## src/rtl/modexp_pkg.sv

```systemverilog
// Shared types, reset constants and the sequencer program for the
// modular exponentiation block. No dependencies.
`default_nettype none
package modexp_pkg;

  localparam int MOD_WIDTH_DEF = 16;
  localparam int EXP_WIDTH_DEF = 32;

  localparam logic [31:0] RESET_MODULUS = 32'd8191;
  localparam logic [31:0] RESET_BASE    = 32'd3;

  localparam int CFG_IDX_W = 2;
  localparam logic [CFG_IDX_W-1:0] CFG_MODULUS = 2'd0;
  localparam logic [CFG_IDX_W-1:0] CFG_BASE    = 2'd1;

  localparam int PC_W = 3;

  // multiplier operation selects
  typedef enum logic [1:0] {
    MOP_NONE   = 2'd0,
    MOP_REDUCE = 2'd1,
    MOP_SQUARE = 2'd2,
    MOP_MULB   = 2'd3
  } mop_t;

  // hold condition of a step
  typedef enum logic [1:0] {
    WT_NONE = 2'd0,
    WT_IN   = 2'd1,
    WT_MUL  = 2'd2,
    WT_OUT  = 2'd3
  } wt_t;

  typedef enum logic [1:0] {
    JMP_NEVER   = 2'd0,
    JMP_ALWAYS  = 2'd1,
    JMP_BIT_CLR = 2'd2,
    JMP_MORE    = 2'd3
  } jmp_t;

  typedef enum logic [1:0] {
    ACT_NONE   = 2'd0,
    ACT_ACCEPT = 2'd1,
    ACT_SHIFT  = 2'd2,
    ACT_EMIT   = 2'd3
  } act_t;

  typedef struct packed {
    mop_t            op;
    wt_t             wt;
    jmp_t            jmp;
    act_t            act;
    logic [PC_W-1:0] target;
  } ucode_t;

  // sequencer to datapath
  typedef struct packed {
    logic in_ready;
    logic accept;
    logic mul_start;
    mop_t op;
    logic wb;
    logic shift;
    logic emit;
  } seq_ctrl_t;

  // datapath to sequencer
  typedef struct packed {
    logic in_valid;
    logic mul_done;
    logic bit_set;
    logic more_bits;
    logic out_free;
  } seq_stat_t;

  localparam logic [PC_W-1:0] PC_WAIT   = 3'd0;
  localparam logic [PC_W-1:0] PC_REDUCE = 3'd1;
  localparam logic [PC_W-1:0] PC_SQUARE = 3'd2;
  localparam logic [PC_W-1:0] PC_TEST   = 3'd3;
  localparam logic [PC_W-1:0] PC_MULB   = 3'd4;
  localparam logic [PC_W-1:0] PC_NEXT   = 3'd5;
  localparam logic [PC_W-1:0] PC_EMIT   = 3'd6;

  // Program ROM: square-and-multiply over the exponent, MSB first.
  function automatic ucode_t ucode_rom(input logic [PC_W-1:0] pc);
    ucode_t w;
    w = '{op: MOP_NONE, wt: WT_NONE, jmp: JMP_ALWAYS, act: ACT_NONE, target: PC_WAIT};
    unique case (pc)
      PC_WAIT:   w = '{op: MOP_NONE,   wt: WT_IN,   jmp: JMP_NEVER,   act: ACT_ACCEPT,
                       target: PC_WAIT};
      PC_REDUCE: w = '{op: MOP_REDUCE, wt: WT_MUL,  jmp: JMP_NEVER,   act: ACT_NONE,
                       target: PC_WAIT};
      PC_SQUARE: w = '{op: MOP_SQUARE, wt: WT_MUL,  jmp: JMP_NEVER,   act: ACT_NONE,
                       target: PC_WAIT};
      PC_TEST:   w = '{op: MOP_NONE,   wt: WT_NONE, jmp: JMP_BIT_CLR, act: ACT_NONE,
                       target: PC_NEXT};
      PC_MULB:   w = '{op: MOP_MULB,   wt: WT_MUL,  jmp: JMP_NEVER,   act: ACT_NONE,
                       target: PC_WAIT};
      PC_NEXT:   w = '{op: MOP_NONE,   wt: WT_NONE, jmp: JMP_MORE,    act: ACT_SHIFT,
                       target: PC_SQUARE};
      PC_EMIT:   w = '{op: MOP_NONE,   wt: WT_OUT,  jmp: JMP_ALWAYS,  act: ACT_EMIT,
                       target: PC_WAIT};
      default:   w = '{op: MOP_NONE,   wt: WT_NONE, jmp: JMP_ALWAYS,  act: ACT_NONE,
                       target: PC_WAIT};
    endcase
    return w;
  endfunction

endpackage
`default_nettype wire

```

## src/rtl/modular_exponentiation.sv

```systemverilog
// Modular exponentiation top level: configuration registers, operand and
// exponent datapath, output register. Depends on modexp_pkg,
// modexp_mulmod and modexp_seq.
//
// Usage: write modulus (index 0) and base_value (index 1) on the cfg_
// channel while the block is idle; cfg_ready is always high. Each
// transaction on the in_ channel carries one exponent and yields exactly
// one power_mod transaction on the out_ channel, in order.
// One item at a time: the sequencer takes a new exponent only after the
// previous result has been placed in the output register. Each item runs
// on the single shift-and-reduce multiplier, which retires one multiplier
// bit per cycle and serves the base reduction, every squaring and every
// multiply. Reset clears the sequencer and the output valid and loads
// modulus 8191 and base 3. A stalled receiver holds power_mod in the
// output register; the next item may be computed meanwhile, and its
// result waits until the register is taken.
`default_nettype none
module modular_exponentiation #(
  parameter int MOD_WIDTH = modexp_pkg::MOD_WIDTH_DEF,
  parameter int EXP_WIDTH = modexp_pkg::EXP_WIDTH_DEF
) (
  input  wire logic                             clk,
  input  wire logic                             rst_n,
  input  wire logic                             cfg_valid,
  output logic                                  cfg_ready,
  input  wire logic [modexp_pkg::CFG_IDX_W-1:0] cfg_index,
  input  wire logic [MOD_WIDTH-1:0]             cfg_data,
  input  wire logic                             in_valid,
  output logic                                  in_ready,
  input  wire logic [EXP_WIDTH-1:0]             in_exponent,
  output logic                                  out_valid,
  input  wire logic                             out_ready,
  output logic [MOD_WIDTH-1:0]                  out_power_mod
);

  localparam int CNT_W = (EXP_WIDTH > 1) ? $clog2(EXP_WIDTH) : 1;
  localparam logic [CNT_W-1:0] CNT_TOP = CNT_W'(EXP_WIDTH - 1);
  localparam logic [MOD_WIDTH-1:0] ONE = MOD_WIDTH'(1);

  logic [MOD_WIDTH-1:0] modulus_r, modulus_nxt;
  logic [MOD_WIDTH-1:0] base_r, base_nxt;
  logic [MOD_WIDTH-1:0] bred_r, bred_nxt;
  logic [MOD_WIDTH-1:0] acc_r, acc_nxt;
  logic [EXP_WIDTH-1:0] exp_r, exp_nxt;
  logic [CNT_W-1:0]     cnt_r, cnt_nxt;
  logic                 out_valid_r, out_valid_nxt;
  logic [MOD_WIDTH-1:0] out_pm_r, out_pm_nxt;

  modexp_pkg::seq_ctrl_t ctrl;
  modexp_pkg::seq_stat_t stat;

  logic [MOD_WIDTH-1:0] mul_a, mul_b, mul_res;
  logic                 mul_done;

  modexp_seq u_seq (
    .clk   (clk),
    .rst_n (rst_n),
    .stat  (stat),
    .ctrl  (ctrl)
  );

  modexp_mulmod #(
    .W (MOD_WIDTH)
  ) u_mul (
    .clk    (clk),
    .rst_n  (rst_n),
    .start  (ctrl.mul_start),
    .a      (mul_a),
    .b      (mul_b),
    .m      (modulus_r),
    .done   (mul_done),
    .result (mul_res)
  );

  always_comb begin
    unique case (ctrl.op)
      modexp_pkg::MOP_REDUCE: begin
        mul_a = ONE;
        mul_b = base_r;
      end
      modexp_pkg::MOP_SQUARE: begin
        mul_a = acc_r;
        mul_b = acc_r;
      end
      modexp_pkg::MOP_MULB: begin
        mul_a = bred_r;
        mul_b = acc_r;
      end
      default: begin
        mul_a = acc_r;
        mul_b = acc_r;
      end
    endcase
  end

  always_comb begin
    stat.in_valid  = in_valid;
    stat.mul_done  = mul_done;
    stat.bit_set   = exp_r[EXP_WIDTH-1];
    stat.more_bits = (cnt_r != '0);
    stat.out_free  = !out_valid_r || out_ready;
  end

  always_comb begin
    modulus_nxt   = modulus_r;
    base_nxt      = base_r;
    bred_nxt      = bred_r;
    acc_nxt       = acc_r;
    exp_nxt       = exp_r;
    cnt_nxt       = cnt_r;
    out_valid_nxt = out_valid_r;
    out_pm_nxt    = out_pm_r;

    if (cfg_valid) begin
      if (cfg_index == modexp_pkg::CFG_MODULUS) begin
        modulus_nxt = cfg_data;
      end else if (cfg_index == modexp_pkg::CFG_BASE) begin
        base_nxt = cfg_data;
      end
    end

    if (ctrl.accept) begin
      exp_nxt = in_exponent;
      cnt_nxt = CNT_TOP;
      // 1 mod m: zero only for a modulus of one
      acc_nxt = {{(MOD_WIDTH-1){1'b0}}, (modulus_r != ONE)};
    end

    if (ctrl.wb) begin
      if (ctrl.op == modexp_pkg::MOP_REDUCE) begin
        bred_nxt = mul_res;
      end else begin
        acc_nxt = mul_res;
      end
    end

    if (ctrl.shift) begin
      exp_nxt = exp_r << 1;
      cnt_nxt = cnt_r - CNT_W'(1);
    end

    if (out_valid_r && out_ready) begin
      out_valid_nxt = 1'b0;
    end
    if (ctrl.emit) begin
      out_valid_nxt = 1'b1;
      // modulus zero admits no reduction: force zero
      out_pm_nxt    = (modulus_r == '0) ? '0 : acc_r;
    end
  end

  always_ff @(posedge clk) begin
    if (!rst_n) begin
      modulus_r   <= modexp_pkg::RESET_MODULUS[MOD_WIDTH-1:0];
      base_r      <= modexp_pkg::RESET_BASE[MOD_WIDTH-1:0];
      out_valid_r <= 1'b0;
    end else begin
      modulus_r   <= modulus_nxt;
      base_r      <= base_nxt;
      out_valid_r <= out_valid_nxt;
    end
    bred_r   <= bred_nxt;
    acc_r    <= acc_nxt;
    exp_r    <= exp_nxt;
    cnt_r    <= cnt_nxt;
    out_pm_r <= out_pm_nxt;
  end

  assign cfg_ready     = 1'b1;
  assign in_ready      = ctrl.in_ready;
  assign out_valid     = out_valid_r;
  assign out_power_mod = out_pm_r;

endmodule
`default_nettype wire

```

## src/rtl/modexp_mulmod.sv

```systemverilog
// Iterative modular multiplier: a * b mod m, one bit of b per cycle,
// with two compare-subtract corrections per step. Uses no package items.
`default_nettype none
module modexp_mulmod #(
  parameter int W = 16
) (
  input  wire logic         clk,
  input  wire logic         rst_n,
  input  wire logic         start,
  input  wire logic [W-1:0] a,
  input  wire logic [W-1:0] b,
  input  wire logic [W-1:0] m,
  output logic              done,
  output logic [W-1:0]      result
);

  localparam int CW = (W > 1) ? $clog2(W) : 1;
  localparam logic [CW-1:0] CNT_LAST = CW'(W - 1);

  logic          busy_r, busy_nxt;
  logic          done_r, done_nxt;
  logic [CW-1:0] cnt_r, cnt_nxt;
  logic [W-1:0]  acc_r, acc_nxt;
  logic [W-1:0]  a_r, a_nxt;
  logic [W-1:0]  b_r, b_nxt;
  logic [W-1:0]  m_r, m_nxt;

  logic [W:0]   dbl, dbl_red, sum, sum_red;
  logic [W-1:0] step_val;

  always_comb begin
    dbl      = {acc_r, 1'b0};
    dbl_red  = (dbl >= {1'b0, m_r}) ? dbl - {1'b0, m_r} : dbl;
    sum      = {1'b0, dbl_red[W-1:0]} + (b_r[W-1] ? {1'b0, a_r} : '0);
    sum_red  = (sum >= {1'b0, m_r}) ? sum - {1'b0, m_r} : sum;
    step_val = sum_red[W-1:0];
  end

  always_comb begin
    busy_nxt = busy_r;
    done_nxt = 1'b0;
    cnt_nxt  = cnt_r;
    acc_nxt  = acc_r;
    a_nxt    = a_r;
    b_nxt    = b_r;
    m_nxt    = m_r;
    if (busy_r) begin
      acc_nxt = step_val;
      b_nxt   = {b_r[W-2:0], 1'b0};
      cnt_nxt = cnt_r - CW'(1);
      if (cnt_r == '0) begin
        busy_nxt = 1'b0;
        done_nxt = 1'b1;
      end
    end else if (start) begin
      busy_nxt = 1'b1;
      cnt_nxt  = CNT_LAST;
      acc_nxt  = '0;
      a_nxt    = a;
      b_nxt    = b;
      m_nxt    = m;
    end
  end

  always_ff @(posedge clk) begin
    if (!rst_n) begin
      busy_r <= 1'b0;
      done_r <= 1'b0;
    end else begin
      busy_r <= busy_nxt;
      done_r <= done_nxt;
    end
    cnt_r <= cnt_nxt;
    acc_r <= acc_nxt;
    a_r   <= a_nxt;
    b_r   <= b_nxt;
    m_r   <= m_nxt;
  end

  assign done   = done_r;
  assign result = acc_r;

endmodule
`default_nettype wire

```

## src/rtl/modexp_seq.sv

```systemverilog
// Microcode sequencer: step counter over the program ROM in modexp_pkg,
// with hold conditions and conditional jumps. Depends on modexp_pkg.
`default_nettype none
module modexp_seq (
  input  wire logic                  clk,
  input  wire logic                  rst_n,
  input  wire modexp_pkg::seq_stat_t stat,
  output modexp_pkg::seq_ctrl_t      ctrl
);

  logic [modexp_pkg::PC_W-1:0] pc_r, pc_nxt;
  logic                        issued_r, issued_nxt;
  modexp_pkg::ucode_t          word;
  logic                        go;
  logic                        jump;

  always_comb begin
    word = modexp_pkg::ucode_rom(pc_r);

    unique case (word.wt)
      modexp_pkg::WT_NONE: go = 1'b1;
      modexp_pkg::WT_IN:   go = stat.in_valid;
      modexp_pkg::WT_MUL:  go = stat.mul_done;
      modexp_pkg::WT_OUT:  go = stat.out_free;
      default:             go = 1'b0;
    endcase

    unique case (word.jmp)
      modexp_pkg::JMP_NEVER:   jump = 1'b0;
      modexp_pkg::JMP_ALWAYS:  jump = 1'b1;
      modexp_pkg::JMP_BIT_CLR: jump = !stat.bit_set;
      modexp_pkg::JMP_MORE:    jump = stat.more_bits;
      default:                 jump = 1'b0;
    endcase

    pc_nxt = pc_r;
    if (go) begin
      pc_nxt = jump ? word.target : pc_r + modexp_pkg::PC_W'(1);
    end

    // launch the multiplier once per step, clear when it reports back
    issued_nxt = issued_r;
    if (stat.mul_done) begin
      issued_nxt = 1'b0;
    end else if (word.op != modexp_pkg::MOP_NONE) begin
      issued_nxt = 1'b1;
    end

    ctrl.in_ready  = (word.wt == modexp_pkg::WT_IN);
    ctrl.accept    = go && (word.act == modexp_pkg::ACT_ACCEPT);
    ctrl.mul_start = (word.op != modexp_pkg::MOP_NONE) && !issued_r;
    ctrl.op        = word.op;
    ctrl.wb        = stat.mul_done && (word.op != modexp_pkg::MOP_NONE);
    ctrl.shift     = go && (word.act == modexp_pkg::ACT_SHIFT);
    ctrl.emit      = go && (word.act == modexp_pkg::ACT_EMIT);
  end

  always_ff @(posedge clk) begin
    if (!rst_n) begin
      pc_r     <= modexp_pkg::PC_WAIT;
      issued_r <= 1'b0;
    end else begin
      pc_r     <= pc_nxt;
      issued_r <= issued_nxt;
    end
  end

endmodule
`default_nettype wire
```

## config.mk

```make
export PLATFORM = sky130hd
export DESIGN_NAME = modular_exponentiation
export DESIGN_NICKNAME = d
export VERILOG_FILES = /design/src/rtl/modexp_pkg.sv /design/src/rtl/modular_exponentiation.sv /design/src/rtl/modexp_mulmod.sv /design/src/rtl/modexp_seq.sv
export SDC_FILE = /design/constraint.sdc
export NUM_CORES = 1
export LEC_CHECK = 0
export BUFFER_PORTS_ARGS = -buffer_cell sky130_fd_sc_hd__buf_2
export CAP_MARGIN = 20
export CORE_AREA = 2 2 141 143
export CTS_CLUSTER_DIAMETER = 120
export DETAILED_ROUTE_END_ITERATION = 6
export DIE_AREA = 0 0 143 145
export GPL_TIMING_DRIVEN = 0
export PLACE_DENSITY = 0.76
export SLEW_MARGIN = 20
export SYNTH_ARGS = -nofsm -noshare
export SYNTH_HDL_FRONTEND = slang
export SYNTH_SLANG_ARGS = --single-unit
export TNS_END_PERCENT = 10
```

## constraint.sdc

```tcl
create_clock -name clk -period 5.1 [get_ports clk]
set_input_delay 0.255 -clock clk [delete_from_list [all_inputs] [get_ports clk]]
set_output_delay 0.255 -clock clk [all_outputs]
set_load 0.05 [all_outputs]
```

==> flow_summary.ini <==
[run_status]
status = finished with violations
failed_checks = setup timing

[clock_network]
ctsHoldBuffers = 0
cts_inserted_buffers = 17
root_buffer = clkbuf_16
cts_tree = yes
cts_sinks = 192
clock_latency_ps = 440
clkSlewWorstSetupHoldPaths_ps = 80
cts_buffer_depth = 2
htreeDepth = 4

[setup_path]
end_kind = flop
cp.required_ps = 5380
worst_setup_path_start_kind = flop
cp_max_fo = 10
worstSetupStartpoint = u_mul.result[3]$_SDFFCE_PN0P_
reg2reg_from = u_mul.result[3]$_SDFFCE_PN0P_
critPathArrivalTime_ps = 6030
crit_type = flop to flop

[synthesis]
synth_flop_cell = edfxtp_1
synthArstFlopShare_pct = 0
synth_edf_count = 135
netlist_instances = 1016
synth.avg_cell_area_sq_um = 10.2
yosysWarnings = 0
synth-seq-area-share_pct = 50.0
ys_ff_latch = 192
synth_cell_types = 76
syn_nets = 1130
synth_area_sq_um = 10400

[die]
design.core.area_sq_um = 19200
die_w_um = 143
num_io_pins = 74
fp-row-count = 51
start_util_pct = 54.1
dieHeight_um = 145
dieArea_sq_um = 20700

[timing]
setup_viol = 16
max_slew_margin_pct = 44.5
finalClockSkew_ps = 11.0
timing.final.max_slew_violations = 0
setup_ws_ps = -650
worst_slew_pin_slew_ps = 830
max_freq_ghz = 0.174
hold_viol = 0
finalCritPeriodShare_pct = 113
fin_crit_ps = 5750
rsz0062_at_grt = yes

[placed_design]
numPortBuffers = 72
dp_hpwl_mm = 18.8
place_ws_ps = -1370
placed_cells = 1354
routabilityCongestion = 0.929

[run]
drv_cap = 0

[global_routing]
grt_start_max_net_pins = 37
overflow = 0
grt_pass1_wl_mm = 40.9
antenna_found_initial = 1
grt.total_usage_pct = 25.5
grt_pass1_vias = 7968

[routing]
remaining_drc_errors = 0
viasPerCell = 5.88
wl_mm = 26.5
drt-initial-drc-count = 775
vias = 8386
drt_pass1_iterations = 5
routedWlPerCell_um = 18.5
drtAntennaViolNets = 0

[layout]
final_core_util_pct = 64.8
antenna_cells = 0
stdcell_count = 1427
syn2layout_area_growth_pct = 19.8
final_nets = 1263
drive_above_1_share_pct = 21.0

[hold_path]
min_from = in_exponent[0]
hp-class = input port to flop
[layout make-up]
| cell class | instances | area (sq um) |
|---|---|---|
| buffer | 47 | 259 |
| inverter | 39 | 146 |
| fill | 1435 | 6750 |
| sequential | 192 | 5190 |
| clock inverter | 15 | 189 |
| clock buffer | 17 | 425 |
| timing repair buffer | 115 | 721 |
| multi-input combinational | 737 | 5190 |
| tap | 265 | 332 |
[path summary, 6_finish.rpt]
| check | endpoint | cells past startpoint | slack (ps) |
|---|---|---|---|
| worst max-delay path | u_mul.result[3]$_SDFFCE_PN0P_ | 23 | -650 |
| worst min register to register | u_mul.m_r[9]$_DFFE_PP_ | 0 | 470 |
| worst min-delay path | exp_r[0]$_SDFFE_PP0P_ | 3 | 60 |
| worst max register to register | u_mul.result[3]$_SDFFCE_PN0P_ | 23 | -650 |
[registers in the layout, summed over array words and instances (netlist names)]
signal          flops
exp_r              32
out_valid           1
acc_r              16
u_seq.issued_r      1
u_mul.a_r          16
base_r             16
u_mul.b_r          16
u_mul.result       16
u_mul.cnt_r         4
u_mul.busy_r        1
u_mul.done          1
out_power_mod      16
bred_r             16
u_mul.m_r          16
u_seq.pc_r          3
modulus_r          16
cnt_r               5
[layer usage]
| metal | global-route usage [%] | vias up | routed length [um] |
|---|---|---|---|
| li1 | - | 3995 | - |
| met1 | 33.5 | 3909 | 11100 |
| met2 | 40.6 | 419 | 12200 |
| met3 | 5.15 | 63 | 2030 |
| met4 | 11.3 | 0 | 1140 |
| met5 | 0 | - | 0 |
[placed cells by master, fill, tap and decap left out, drive strengths merged, types with 14 or more instances in the layout]
master and count:
a21oi 67, a22o 48, and2 18, buf 138, clkbuf 41, dfxtp 57, edfxtp 135, ha 56
inv 49, mux2i 20, nand2 170, nand3 34, nor2 30, nor2b 25, nor3 15, o21ai 65
o31ai 22, xnor2 22, xor2 14
[kinds of logic after synthesis]
logic type                 synth area share, %
DFF                                       50.0
other                                   0.0361
xor gates and xnor gates                  3.03
buffers and inverters                     3.61
AOI/OAI and AO/OA                         17.8
muxes                                     2.03
and+or+nand+nor                           16.2
adders and majority gates                 7.32
[repair_timing]
| item | CTS | global route |
|---|---|---|
| endpoints found under the hold margin | 0 | 0 |
| pin swaps | 33 | 8 |
| gates resized for setup | 66 | 18 |
| buffers inserted | 36 | 6 |
| gates cloned | 0 | 0 |
| endpoints found under the setup margin | 16 | 16 |
[critical path: stages, from the launching register on]
cell and delay, ps:
edfxtp_1 410, ha_1 400, nor3_1 420, nor3_2 100, o21ai_2 100, nand4b_1 200, a21oi_4 210, buf_6 140
mux2_4 330, ha_4 230, a211oi_2 170, o21bai_1 110, o31a_1 330, a311o_1 350, o21ai_2 210, xor2_1 240
inv_1 120, ha_4 240, and3_4 190, a211o_1 350, a21oi_4 270, buf_6 190, nand3_1 100, a21oi_1 180
[Yosys cell counts, drive strengths merged (4+ instances only)]
cell type / instances / share of area, %
nand2b: 11 / 0.66
o31ai: 22 / 1.6
o21bai: 5 / 0.36
a211oi: 10 / 0.82
nand3: 34 / 1.6
clkbuf: 25 / 0.90
nor3: 15 / 0.77
nor4b: 5 / 0.42
ha: 56 / 6.7
edfxtp: 135 / 39
inv: 39 / 1.4
nand2: 170 / 6.1
o21ai: 65 / 3.2
dfxtp: 57 / 11
a22o: 48 / 4.1
xor2: 14 / 1.2
buf: 23 / 1.3
a31oi: 5 / 0.30
a21oi: 67 / 3.4
nor4: 8 / 0.63
nor2b: 25 / 1.5
or2: 4 / 0.24
o21a: 7 / 0.51
mux2i: 20 / 1.9
xnor2: 22 / 1.9
nand4: 4 / 0.24
a21o: 12 / 0.88
nor2: 30 / 1.1
nand3b: 4 / 0.29
and2: 18 / 1.1
and3: 7 / 0.42
[through the flow]
step | hold WS [ps] | setup TNS [ps] | instance area, sq um
3_5_place_dp | 451 | -20880 | 11200
2_1_floorplan | 379 | -1780 | 10400
5_1_grt | 44.5 | -13380 | 12500
3_3_place_gp | 446 | -18960 | 11100
4_1_cts | 36.1 | -6510 | 12400
6_report | 56.3 | -9860 | 12500
Power is left out: the tool's default activity adds up to more than one toggle a clock period on the data nets, which glitch-free logic cannot reach.
